**src/sv/decimal_accumulator_cpu_step_macros.svh**
```systemverilog
`ifndef DECIMAL_ACCUMULATOR_CPU_STEP_MACROS_SVH
`define DECIMAL_ACCUMULATOR_CPU_STEP_MACROS_SVH

// property that must hold at every edge outside reset
`define DACS_ASSERT_ALWAYS(label, prop, msg) \
    label: assert property (@(posedge clk) disable iff (!rst_n) (prop)) else $error(msg);

// consequent must hold in the cycle after the antecedent
`define DACS_ASSERT_NEXT(label, ante, cons, msg) \
    label: assert property (@(posedge clk) disable iff (!rst_n) (ante) |=> (cons)) \
        else $error(msg);

`endif

```
**src/sv/dacs_div.sv**
```systemverilog
`timescale 1ns / 1ps
`default_nettype none
module dacs_div (
    input  wire logic        clk,
    input  wire logic        rst_n,
    input  wire logic        start,
    input  wire logic [31:0] dividend,
    input  wire logic [31:0] divisor,
    output logic             done,
    output logic [31:0]      quotient
);
    logic [31:0] rem_reg;
    logic [31:0] quo_reg;
    logic [31:0] dsr_reg;
    logic [5:0]  cnt_reg;
    logic        busy_reg;
    logic        done_reg;
    logic [32:0] rem_sh;
    logic [32:0] rem_sub;

    assign rem_sh  = {rem_reg, quo_reg[31]};
    assign rem_sub = rem_sh - {1'b0, dsr_reg};

    always_ff @(posedge clk or negedge rst_n)
    begin
        if (!rst_n)
        begin
            busy_reg <= 1'b0;
            done_reg <= 1'b0;
            cnt_reg  <= '0;
        end
        else
        begin
            done_reg <= 1'b0;
            if (start)
            begin
                busy_reg <= 1'b1;
                cnt_reg  <= 6'd32;
            end
            else if (busy_reg)
            begin
                cnt_reg <= cnt_reg - 6'd1;
                if (cnt_reg == 6'd1)
                begin
                    busy_reg <= 1'b0;
                    done_reg <= 1'b1;
                end
            end
        end
    end

    // restoring division, one quotient bit a cycle
    always_ff @(posedge clk)
    begin
        if (start)
        begin
            rem_reg <= '0;
            quo_reg <= dividend;
            dsr_reg <= divisor;
        end
        else if (busy_reg)
        begin
            if (!rem_sub[32])
            begin
                rem_reg <= rem_sub[31:0];
                quo_reg <= {quo_reg[30:0], 1'b1};
            end
            else
            begin
                rem_reg <= rem_sh[31:0];
                quo_reg <= {quo_reg[30:0], 1'b0};
            end
        end
    end

    assign done     = done_reg;
    assign quotient = quo_reg;
endmodule
`default_nettype wire

```
**config.mk**
```make
export PLATFORM = sky130hd
export DESIGN_NAME = dacs_div
export DESIGN_NICKNAME = d
export VERILOG_FILES = /design/src/sv/decimal_accumulator_cpu_step_macros.svh /design/src/sv/dacs_div.sv
export SDC_FILE = /design/constraint.sdc
export NUM_CORES = 1
export LEC_CHECK = 0
export BUFFER_PORTS_ARGS = -buffer_cell sky130_fd_sc_hd__clkbuf_2
export CORE_MARGIN = 5
export CORE_UTILIZATION = 45
export DETAILED_ROUTE_END_ITERATION = 12
export GPL_ROUTABILITY_DRIVEN = 0
export GPL_TIMING_DRIVEN = 0
export PLACE_DENSITY = 0.66
export REMOVE_ABC_BUFFERS = 1
export SLEW_MARGIN = 20
export SYNTH_ARGS = -nofsm -noshare
export SYNTH_HDL_FRONTEND = slang
export SYNTH_SLANG_ARGS = --single-unit
```
**constraint.sdc**
```tcl
create_clock -name clk -period 4 [get_ports clk]
set_clock_uncertainty 0.2 [all_clocks]
set_input_delay 0.8 -clock clk [delete_from_list [all_inputs] [get_ports clk]]
set_output_delay 0.8 -clock clk [all_outputs]
set_load 0.03 [all_outputs]
```
Word level (Yosys, flattened, before mapping)
Index checks and enable logic that the tools add are counted.
{"block": "op_classes", "add_sub_neg": 2, "n_eq_ne": 1, "n_mux": 12, "reduce_logical": 1}
{"operator": "$mux 32", "n": 3}
{"operator": "$sub 33x32->33", "n": 1}
{"operator": "$mux 6", "n": 2}
{"operator": "$mux 1", "n": 7}
{"operator": "$eq 6x1->1 const B", "n": 1}
{"operator": "$sub 6x1->6 const B", "n": 1}
{"operator": "$reduce_bool 2->1", "n": 1}
{"block": "totals", "register_bits": 104, "inputBits": 67, "wordCells": 22}

Logic depth before layout (Yosys ltp)
Gate-level depths: netlist (run 1).
{"block": "logic_depth", "ltp_word": 4, "depth_mapped": 15}

Worst setup path before layout (run 1)
No wires, ideal clock.
{"block": "synth_path", "path_kind": "register -> register", "start": "register quo_reg[31] (netlist: quotient[31])", "end": "register rem_reg[17]", "setup_time_ps": 91, "t_arrival_ps": 3422, "required_time_ps": 3709, "setup_slack_ps": 287, "path_stages_with_launch": 15, "cell_sequence": "edfxtp_1 > inv_1 > ha_1 > fa_1 > nand2b_1 > a21oi_2 > o41ai_4 > nor3_2 > o2111ai_1 > a21oi_2 > a31o_1 > buf_6 > xnor2_2 > or4_1 > a311oi_1"}
{"block": "synth_between", "elab_chain_cells": 2}
{"item": "start: declaration", "line_no": "dacs_div.sv:13", "text": "logic [31:0] quo_reg;"}
{"item": "start signal: assignment", "line_no": "dacs_div.sv:58", "text": "quo_reg <= dividend;"}
{"item": "start signal: assignment", "line_no": "dacs_div.sv:66", "text": "quo_reg <= {quo_reg[30:0], 1'b1};"}
{"item": "start signal: assignment", "line_no": "dacs_div.sv:71", "text": "quo_reg <= {quo_reg[30:0], 1'b0};"}
{"item": "$sub 33x32->33", "line_no": "dacs_div.sv:22", "text": "assign rem_sub = rem_sh - {1'b0, dsr_reg};"}
{"item": "$mux 32", "line_no": "dacs_div.sv:63", "text": "if (!rem_sub[32])"}
{"item": "end signal: assignment", "line_no": "dacs_div.sv:65", "text": "rem_reg <= rem_sub[31:0];"}
{"item": "end signal: assignment", "line_no": "dacs_div.sv:70", "text": "rem_reg <= rem_sh[31:0];"}
{"item": "end: declaration", "line_no": "dacs_div.sv:12", "text": "logic [31:0] rem_reg;"}
Every way passes these cells.
A chain may end at the register's enable or synchronous reset.

Final worst setup path (run 1)
Same ends and word-level chain as after synthesis.

==> impl_metrics.yaml, run 1 <==
status:
  status: "completed"
floorplan:
  core-area_sq_mm: 0.01272
  ios: 100
  dieArea_sq_mm: 0.01547
  die_w_microns: 124.4
  rows: 41
  die_y_microns: 124.4
  initial_core_util: 0.4627
cells_and_area:
  nets: 776
  final_util: 0.5480
  fill_cells: 1158
  syn2layout_area_growth_pct: 18.43
  fin_cells: 851
  layout-drive-gt1-share: 0.2489
  antenna_cells: 0
sta:
  worst_pin_slew_ns: 0.7918
  rsz0062_at_grt: "false"
  setup_viol: 0
  final-max-slew-violation-count: 0
  slew_headroom: 0.4721
  min_period_ns: 3.818
  hold_viol: 0
  setup_tns_ns: 0
  maxClockFrequency_mhz: 261.9
  min_period_over_period: 0.9546
  whs_ns: 0.07687
synth:
  synth_area_sq_mm: 0.005887
  synth_area_leaders: "edfxtp_1 33%, dfxtp_1 11%, ha_1 7.2%"
  ys_ff_latch: 104
  synth_cells: 581
  synthArstFlopShare: 0.07692
  ys_seq_area_frac: 0.4693
  synth-edff-count: 64
  yosys-top-cells-count: "80 x nand2_1, 64 x edfxtp_1, 49 x nor2_1, 43 x inv_1, 34 x ha_1"
  yosys.cell_count.top_type: "nand2_1"
  synth_top_area_cell: "edfxtp_1"
  yosys.area.top_type_share: 0.3265
  syn-mean-instance-area_sq_um: 10.13
  yosysUniqueCellTypes: 61
  ys_warn_count: 0
  synth_ff_type: "edfxtp_1"
route:
  vias_per_cell: 5.304
  wl_microns: 12730
  drcViolationCount: 0
  route.vias.total: 4514
  ant_nets: 0
  wl_per_cell_microns: 14.96
  first_iter_violations: 249
  firstDrtPassIters: 4
clock_tree:
  hold_buffers: 0
  cts_root_buf: "clkbuf_16"
  cts_buffers: 9
  htree_levels: 3
  numClockSinks: 104
  worstSkewPairLatency_ns: 0.36
  clk_transition_reported_paths_ns: 0.07
  cts_tree: "built"
  clockBufferDepth: 2
global_route:
  grt_overflow: 0
  antenna_found_initial: 0
  grt_usage: 0.1652
  grt_pass1_wl_microns: 21530
  grt_start_max_net_pins: 107
  grt_pass1_vias: 4560
job:
  timing.max_cap.violations: 0
power:
  cellPowerDensity_mw_per_mm2: 685.0
  ir_drop_mv: 0.3348
  p_leak_nw: 3.130
  totalPowerFinal_mw: 4.775
worst_setup_path:
  cp.required_ns: 4.06
  startpoint_type: "flop"
  arrival_ns: 3.87
  crit_type: "flop to flop"
  endpoint_kind: "flop"
  critical_path.max_fanout: 19
place:
  place_hpwl_microns: 8729
  placedCellCount: 826
  port_buffers: 99
hold_path:
  hold_class: "input port to asynchronous set/reset pin"
[path summary, 6_finish.rpt]
path / start / to / slack (ns) / cells past startpoint
max: quotient[31] / rem_reg[17] / 0.18 / 14
min: rst_n / cnt_reg[3] / 0.08 / 1
max reg2reg: quotient[31] / rem_reg[17] / 0.18 / 14
min reg2reg: rem_reg[17] / rem_reg[18] / 0.30 / 2
max in group asynchronous: rst_n / busy_reg / 3.32 / 1
min in group clk: rem_reg[17] / rem_reg[18] / 0.30 / 2
[cell type report]
type / count / area (sq um) / share of cell area
multi-input combinational: 408 / 2934 / 0.4209
clock inverter: 4 / 35.03 / 0.005025
sequential: 104 / 2766 / 0.3968
timing repair buffer: 108 / 591.8 / 0.08489
inverter: 43 / 161.4 / 0.02315
clock buffer: 12 / 267.8 / 0.03841
tap: 172 / 215.2 / 0.03087
[repair_timing]
action	CTS	global route
pin swaps	3	5
buffers inserted	2	6
cloned	1	0
endpoints found under the setup margin	30	24
resized for setup	2	5
[logic make-up (layout without fill, tap and decap cells)]
family                   after synthesis  count (layout)  synth area share
AO/OA/AOI/OAI                        125             125            0.1596
XOR/XNOR                              31              32           0.04867
buffers and inverters                 70             167           0.04697
adder cells (fa/ha/maj)               35              35           0.07566
flip-flops                           104             104            0.4693
multiplexers                          31              31           0.05930
AND/OR/NAND/NOR                      185             185            0.1405
[cell usage in the layout (no fill, tap or decap), drive strengths merged, types with 2 or more instances in the layout]
master / n
a21oi: 25
nand2b: 6
inv: 45
a2111oi: 2
a41o: 2
o21ai: 12
dfrtp: 8
o21bai: 4
a21o: 19
nand2: 80
edfxtp: 64
nor2: 49
and3: 5
dfxtp: 32
clkinv: 2
and2: 3
o31ai: 3
xor2: 12
mux2: 31
o2111ai: 4
nand4: 4
or2: 2
a41oi: 4
buf: 9
ha: 34
nand3: 10
nor3b: 3
or3: 3
xnor2: 20
nor3: 11
nor2b: 3
a311oi: 29
clkbuf: 111
a211oi: 4
a31oi: 2
or4: 2
o21a: 2
[worst max-delay path, cell delays in order, from the launching register on]
cell and delay (ns):
edfxtp_1 0.38, inv_1 0.07, ha_1 0.22, fa_1 0.40, nand2b_4 0.18, a21oi_4 0.18
o41ai_4 0.11, nor3_2 0.21, o2111ai_2 0.19, a21oi_2 0.23, a31o_4 0.24, xnor2_4 0.10
buf_16 0.18, or4_1 0.54, a311oi_2 0.28
[metal layers]
layer,up-vias,track usage,routed length (microns)
li1,2298,-,-
met1,2082,0.2085,5834
met2,118,0.2627,5732
met3,16,0.05832,950
met4,0,0.05803,212
met5,-,0,0
[stage by stage]
stage | setup slack (ns) | instance area (sq um)
2_1_floorplan | -0.07848 | 5772
6_report | 0.1816 | 6972
5_1_grt | 0.02926 | 6972
3_5_place_dp | -0.5454 | 6545
3_3_place_gp | -0.7539 | 6482
4_1_cts | -0.08481 | 6888
[power breakdown]
| part | leakage, nW | switching [mW] | internal [mW] | total, mW |
|---|---|---|---|---|
| clock network | 0.149 | 0.406 | 0.484 | 0.890 |
| registers | 1.01 | 0.224 | 1.41 | 1.63 |
| logic | 1.97 | 1.28 | 0.972 | 2.25 |
| total | 3.13 | 1.91 | 2.87 | 4.78 |
Note: power is estimated with default switching activity, not from simulation.
==> run 2: changes to the inputs <==
--- a/config.mk
+++ b/config.mk
@@ -11,7 +11,7 @@
 export DETAILED_ROUTE_END_ITERATION = 12
 export GPL_ROUTABILITY_DRIVEN = 0
 export GPL_TIMING_DRIVEN = 0
-export PLACE_DENSITY = 0.66
+export PLACE_DENSITY = 0.68
 export REMOVE_ABC_BUFFERS = 1
 export SLEW_MARGIN = 20
 export SYNTH_ARGS = -nofsm -noshare
==> impl_metrics.yaml, run 2 (synthesis gave the netlist of run 1 again) <==
status:
  status: "completed"
worst_setup_path:
  cpMaxStageDelayCell: "or4_1"
  critPathMostFrequentCell: "a21oi_2"
  startpoint: "quotient[31]"
  critical_path.top_delay_family: "compound AO/OA/AOI/OAI gates"
  worstPathCellList: "inv_1, ha_1, fa_1, nand2b_1, a21oi_2, o41ai_4, nor3_2, o2111ai_2, a21oi_2, a31o_4, xnor2_4, buf_16, or4_1, a311oi_1"
  endpoint_kind: "flop"
  crit_type: "flop to flop"
  arrival_ns: 3.84
  cp_num_buf_inv: 2
  timing.rr.start: "quotient[31]"
  critical_path.max_fanout: 19
  startpoint_type: "flop"
  cp.required_ns: 4.06
  cpPeakStageDelay_ns: 0.54
sta:
  slew_headroom: 0.4883
  min_period_over_period: 0.9445
  worst_pin_slew_ns: 0.7675
  final.setup.worst_slack_ns: 0.2221
  min_period_ns: 3.778
  setup_viol: 0
  maxClockFrequency_mhz: 264.7
  rsz0062_at_grt: "false"
  hold_viol: 0
  whs_ns: 0.07520
  final-max-slew-violation-count: 0
clock_tree:
  worstSkewPairLatency_ns: 0.36
  htree_levels: 3
  cts_buffers: 9
  clk_transition_reported_paths_ns: 0.07
  clockBufferDepth: 2
  numClockSinks: 104
  cts_root_buf: "clkbuf_16"
  cts_tree: "built"
place:
  place_hpwl_microns: 8861
  port_buffers: 99
  dpl_worst_slack_ns: -0.4590
  placedCellCount: 827
  placed_area_sq_mm: 0.006563
global_route:
  grt_pass1_vias: 4572
  antenna_found_initial: 0
  grt_overflow: 0
  grt_usage: 0.1650
  grt_start_max_net_pins: 107
  grt_pass1_wl_microns: 21450
cells_and_area:
  antenna_cells: 0
  multiInputGateArea_sq_mm: 0.002913
  nets: 777
  layout_common_cells: "98 x clkbuf_2, 80 x nand2_1, 64 x edfxtp_1"
  final_area_sq_mm: 0.006992
  final_common_cell: "clkbuf_2"
  fill_cells: 1161
  seq_area_sq_mm: 0.002764
  layout-drive-gt1-share: 0.2471
  syn2layout_area_growth_pct: 18.77
  fin_cells: 852
power:
  ir_drop_mv: 0.3758
  totalPowerFinal_mw: 4.832
  p_leak_nw: 3.141
  cellPowerDensity_mw_per_mm2: 691.1
floorplan:
  die_y_microns: 124.4
  rows: 41
  initial_core_util: 0.4627
  ios: 100
  die_w_microns: 124.4
  core-area_sq_mm: 0.01272
  dieArea_sq_mm: 0.01547
hold_path:
  hold_class: "input port to asynchronous set/reset pin"
route:
  wl_per_cell_microns: 14.93
  drcViolationCount: 0
  wl_microns: 12720
  first_iter_violations: 220
  firstDrtPassIters: 4
  route.vias.total: 4575
  ant_nets: 0
  vias_per_cell: 5.370
job:
  timing.max_cap.violations: 0
-- run 2: layout make-up --
class	count	share of cell area
clock buffers	9	0.03221
clock inverters	7	0.01450
inverters	43	0.02309
multi-input cells	408	0.4166
flip-flops and latches	104	0.3953
well taps	172	0.03078
repair buffers	109	0.08751
-- run 2: where the power goes --
| part | switching, mW | total (mW) | internal, mW |
|---|---|---|---|
| clock network | 0.418 | 0.975 | 0.557 |
| logic | 1.27 | 2.24 | 0.966 |
| registers | 0.209 | 1.62 | 1.41 |
-- run 2: final timing paths --
kind	end	slack [ns]	cells after the start
worst max-delay path	rem_reg[17]	0.22	14
max in group asynchronous	busy_reg	3.32	1
worst min register to register	rem_reg[2]	0.30	2
worst max register to register	rem_reg[17]	0.22	14
min in group clk	rem_reg[2]	0.30	2
worst min-delay path	cnt_reg[3]	0.08	1
-- run 2: stage by stage --
| stage | TNS (ns) | util |
|---|---|---|
| after CTS | 0 | 0.5447 |
| after global routing | 0 | 0.5496 |
| after detailed placement | -7.096 | 0.5158 |
| after floorplan | -0.1131 | - |
| after global placement | -30.43 | 0.5095 |
| final | 0 | 0.5496 |
-- run 2: metal layers --
metal / vias up / track usage / part of all wire
li1: 2305 / - / -
met1: 2116 / 0.2027 / 0.44
met2: 132 / 0.2621 / 0.46
met3: 22 / 0.06561 / 0.085
met4: 0 / 0.06061 / 0.022
met5: - / 0 / 0
-- run 2: worst reg2reg max path: stages (launching register included) --
cell and delay, ns:
edfxtp_1 0.35, inv_1 0.06, ha_1 0.22, fa_1 0.37, nand2b_1 0.20, a21oi_2 0.22, o41ai_4 0.11, nor3_2 0.27
o2111ai_2 0.16, a21oi_2 0.21, a31o_4 0.22, xnor2_4 0.10, buf_16 0.18, or4_1 0.54, a311oi_1 0.26
-- run 2: timing repair --
item	in CTS	in global routing
pin swaps	4	7
resized for setup	2	2
hold buffers	0	0
setup endpoints to repair	30	21
hold endpoints to repair	0	0
buffers inserted	2	6
cloned	1	0
